## config.mk

```make
export PLATFORM = sky130hd
export DESIGN_NAME = ptpd_queue
export DESIGN_NICKNAME = d
export VERILOG_FILES = /design/src/sv/ptpd_pkg.sv /design/src/sv/ptpd_queue.sv
export SDC_FILE = /design/constraint.sdc
export NUM_CORES = 1
export LEC_CHECK = 0
export BUFFER_PORTS_ARGS = -buffer_cell sky130_fd_sc_hd__buf_4
export CORE_MARGIN = 3
export CORE_UTILIZATION = 41
export CTS_BUF_LIST = sky130_fd_sc_hd__clkbuf_4
export CTS_CLUSTER_DIAMETER = 150
export CTS_CLUSTER_SIZE = 40
export DETAILED_ROUTE_END_ITERATION = 10
export GPL_ROUTABILITY_DRIVEN = 1
export PLACE_DENSITY_LB_ADDON = 0.08
export SYNTH_ARGS = -nofsm -noshare
export SYNTH_HDL_FRONTEND = slang
export SYNTH_SLANG_ARGS = --single-unit
```

## constraint.sdc

```tcl
create_clock -name clk -period 20.8 [get_ports clk]
set_input_delay 2.08 -clock clk [delete_from_list [all_inputs] [get_ports clk]]
set_output_delay 2.08 -clock clk [all_outputs]
set_load 0.05 [all_outputs]
```

## src/sv/ptpd_pkg.sv

```systemverilog
// Shared types and constants for the perspective-divide point transform.
package ptpd_pkg;

	localparam int FRAC_BITS = 16;
	// Row sums need 66 signed bits; magnitudes fit in 64.
	localparam int SUM_W = 66;
	localparam int MAG_W = 64;
	// Quotient bits produced by the divider, one per stage.
	localparam int QUO_W = 32;
	// Remainder width: holds a magnitude shifted by FRAC_BITS and a divisor shifted by QUO_W.
	localparam int REM_W = MAG_W + QUO_W;
	localparam int Q_DEPTH = 4;
	localparam int Q_AW = $clog2(Q_DEPTH);

	localparam logic OP_LOAD = 1'b0;
	localparam logic OP_XFORM = 1'b1;

	typedef struct packed {
		logic op;
		logic [3:0] entry_index;
		logic signed [31:0] entry_value;
		logic signed [31:0] point_x;
		logic signed [31:0] point_y;
		logic signed [31:0] point_z;
	} in_word_t;

	typedef struct packed {
		logic signed [31:0] out_x;
		logic signed [31:0] out_y;
		logic signed [31:0] out_z;
		logic w_zero;
		logic saturated;
	} out_word_t;

	typedef struct packed {
		logic [2:0][MAG_W-1:0] num_mag;
		logic [MAG_W-1:0] den_mag;
		logic [2:0] neg;
		logic w_zero;
	} entry_t;

endpackage

```

## src/sv/ptpd_queue.sv

```systemverilog
// Small register FIFO between the front end and the divider.
module ptpd_queue (
	input  logic clk,
	input  logic arst_n,
	input  logic push,
	input  ptpd_pkg::entry_t push_data,
	output logic full,
	input  logic pop,
	output logic empty,
	output ptpd_pkg::entry_t pop_data
);

	ptpd_pkg::entry_t mem_q [ptpd_pkg::Q_DEPTH];
	logic [ptpd_pkg::Q_AW-1:0] wr_q;
	logic [ptpd_pkg::Q_AW-1:0] rd_q;
	logic [ptpd_pkg::Q_AW:0] cnt_q;
	logic do_push;
	logic do_pop;

	assign full = (cnt_q == (ptpd_pkg::Q_AW+1)'(ptpd_pkg::Q_DEPTH));
	assign empty = (cnt_q == '0);
	assign do_push = push && !full;
	assign do_pop = pop && !empty;
	assign pop_data = mem_q[rd_q];

	always_ff @(posedge clk or negedge arst_n) begin
		if (!arst_n) begin
			wr_q <= '0;
			rd_q <= '0;
			cnt_q <= '0;
		end else begin
			if (do_push) begin
				wr_q <= wr_q + 1'b1;
			end
			if (do_pop) begin
				rd_q <= rd_q + 1'b1;
			end
			cnt_q <= cnt_q + (ptpd_pkg::Q_AW+1)'(do_push) - (ptpd_pkg::Q_AW+1)'(do_pop);
		end
	end

	always_ff @(posedge clk) begin
		if (do_push) begin
			mem_q[wr_q] <= push_data;
		end
	end

endmodule

```

==> impl_metrics.json <==
{
  "ys_warn_count": 0,
  "max_cap_viol_count": 0,
  "clockBufferDepth": 3,
  "min_path_type": "register to register",
  "final_cell_mix": "edfxtp_1, buf_4, mux4_2",
  "tightest_slew_ns": 1.046,
  "hold_start": "wr_q[1]",
  "timing.rr.start": "cnt_q[2]",
  "die_h_um": 310.3,
  "hold_end": "wr_q[1]",
  "die_x_um": 310.3,
  "viasPerCell": 5.104,
  "grt_setup_unrepaired": "false",
  "power_mw": 6.690,
  "clk_pin_slew_ns": 0.36,
  "cts_setup_buffers": 0,
  "grt_usage": 0.1697,
  "avgSynthCellArea_sq_um": 27.13,
  "postSynthCellCount": 1399,
  "die-area_sq_um": 96270,
  "max_stage_delay_ns": 0.97,
  "start_util": 0.4173,
  "cts_sinks": 1047,
  "hold_violations": 0,
  "first_iter_violations": 1131,
  "cts_resized": 0,
  "antenna_found_initial": 16,
  "skew_ns": 0.1290,
  "synth_area_sq_um": 37960,
  "crit_type": "register to primary output",
  "grt_pass1_wl_mm": 120.2,
  "drt_wl_total_mm": 83.08,
  "cp.required_ns": 18.72,
  "cts_made_buffers": 30,
  "final_common_cell": "edfxtp_1",
  "fin_tns_setup_ns": 0,
  "layout_min_cycle_time_ns": 7.281,
  "r2r_end": "mem_q[0][157]",
  "power_density_nw_per_um2": 153.3,
  "rows": 110,
  "hold_depth": 2,
  "gp_congestion": 0.7583,
  "tritoncts": "yes",
  "finalMaxSlewViolations": 0,
  "r2r_cells": 5,
  "place.port_buffers": 525,
  "avgRoutedWirePerCell_um": 26.13,
  "synthesis.nets": 1670,
  "io_pins": 526,
  "clk-insertion-delay-late_ns": 1.05,
  "setup_viol": 0,
  "critPathCaptureType": "primary output",
  "holdWs_ns": 0.6405,
  "cpMaxStageDelayCell": "dfrtp_4",
  "syn_to_final_growth_pct": 14.97,
  "worst_slack_ns": 13.52,
  "yosysSeqAreaShare": 0.8273,
  "crit_chain": "buf_4 -> buf_4 -> buf_4 -> mux4_2 -> buf_4",
  "first_pass_iters": 5,
  "core-area_sq_um": 90970,
  "cts_hold_buf": 0,
  "rrSetupSlack_ns": 16.81,
  "ys_seq_elements": 1047,
  "ir_drop_mv": 0.1089,
  "dp_hpwl_mm": 53.26,
  "num_vias": 16230,
  "arrival_ns": 5.20,
  "fin_crit_sh": 0.3500,
  "cts_max_level": 1,
  "path_common_cell": "buf_4",
  "synth_cell_type_count": 20,
  "clockRootBuffer": "clkbuf_4",
  "place_ws_ns": 14.52,
  "fin_nets": 2196,
  "gr-total-overflow": 0,
  "layout-drive-gt1-share": 0.4450,
  "fmax_ghz": 0.1374,
  "grt_max_degree": 136,
  "worstPathMaxFanout": 59,
  "leakage_nw": 14.27,
  "grt_pass1_vias": 17396,
  "slew_headroom": 0.3023,
  "status": "finished clean",
  "ant_nets": 0,
  "start_kind": "register",
  "drc": 0
}
routing by layer:
metal / routed length [um] / track usage
met1: 32870 / 0.2198
met2: 42860 / 0.2946
met3: 6040 / 0.04506
met4: 1233 / 0.02783
met5: 73 / 0
report_power, final:
group / internal [mW] / switching (mW)
clock network: 0.0947 / 0.542
logic: 1.02 / 2.13
registers: 2.77 / 0.126
registers in the layout, indices dropped and copies added, names as in the netlist:
register	flops
mem_q	1040
wr_q	2
rd_q	2
cnt_q	3
synth_stat cells:
| cell | instances | share of area |
|---|---|---|
| xnor2_1 | 4 | 0.00092 |
| clkbuf_1 | 6 | 0.00059 |
| nand2_1 | 1 | 0.000099 |
| dfrtp_1 | 7 | 0.0046 |
| o311ai_0 | 1 | 0.00023 |
| nor3b_1 | 1 | 0.00020 |
| mux4_2 | 260 | 0.15 |
| fa_1 | 1 | 0.00053 |
| buf_4 | 1 | 0.00020 |
| nor3_1 | 1 | 0.00013 |
| ha_1 | 6 | 0.0020 |
| inv_1 | 6 | 0.00059 |
| edfxtp_1 | 1040 | 0.82 |
| or4bb_1 | 2 | 0.00059 |
| o211ai_1 | 2 | 0.00040 |
| o31ai_1 | 1 | 0.00020 |
| nand2b_1 | 4 | 0.00066 |
| and3b_1 | 4 | 0.00092 |
| buf_6 | 21 | 0.0062 |
| buf_2 | 30 | 0.0040 |
through the flow:
stage / instance area [sq um] / instances / utilization
after floorplan: 37960 / 1399 / -
after global placement: 43260 / 3125 / 0.4756
after detailed placement: 43260 / 3125 / 0.4756
after CTS: 43620 / 3169 / 0.4794
after global routing: 43620 / 3172 / 0.4795
final: 43640 / 3180 / 0.4797
worst max-delay path, delay by kind of cell (launching register included):
kind	cells	cell delay, ns
buf+inv	4	2.58
flops	1	0.97
mux	1	0.46
worst max path at each step:
| stage | start | endpoint | cells after the start |
|---|---|---|---|
| 2_1_floorplan | push | mem_q[0][0] | 1 |
| 3_3_place_gp | rd_q[1] | pop_data[142] | 5 |
| 3_5_place_dp | rd_q[1] | pop_data[142] | 5 |
| 4_1_cts | rd_q[1] | pop_data[142] | 5 |
| 5_1_grt | rd_q[0] | pop_data[142] | 4 |
| 6_report | rd_q[1] | pop_data[142] | 5 |
kinds of logic (layout without fill, tap and decap cells):
| family | count (synthesis) | in the layout | share of synthesized area |
|---|---|---|---|
| fa+ha+maj | 7 | 7 | 0.002505 |
| xor+xnor | 4 | 4 | 0.0009228 |
| other cells | 0 | 11 | 0 |
| compound gates | 4 | 4 | 0.0008240 |
| simple gates | 13 | 13 | 0.002604 |
| flops | 1047 | 1047 | 0.8273 |
| buf+inv | 64 | 602 | 0.01157 |
| mux | 260 | 260 | 0.1543 |
cell type report:
type / instances / area (sq um)
sequential: 1047 / 31410
clock inverter: 1 / 30.03
tap: 1232 / 1541
fill: 7465 / 47330
multi-input combinational: 288 / 6131
clock buffer: 43 / 322.8
inverter: 6 / 22.52
antenna: 11 / 27.53
timing repair buffer: 552 / 4156
Power figures use the tool's default switching activity.
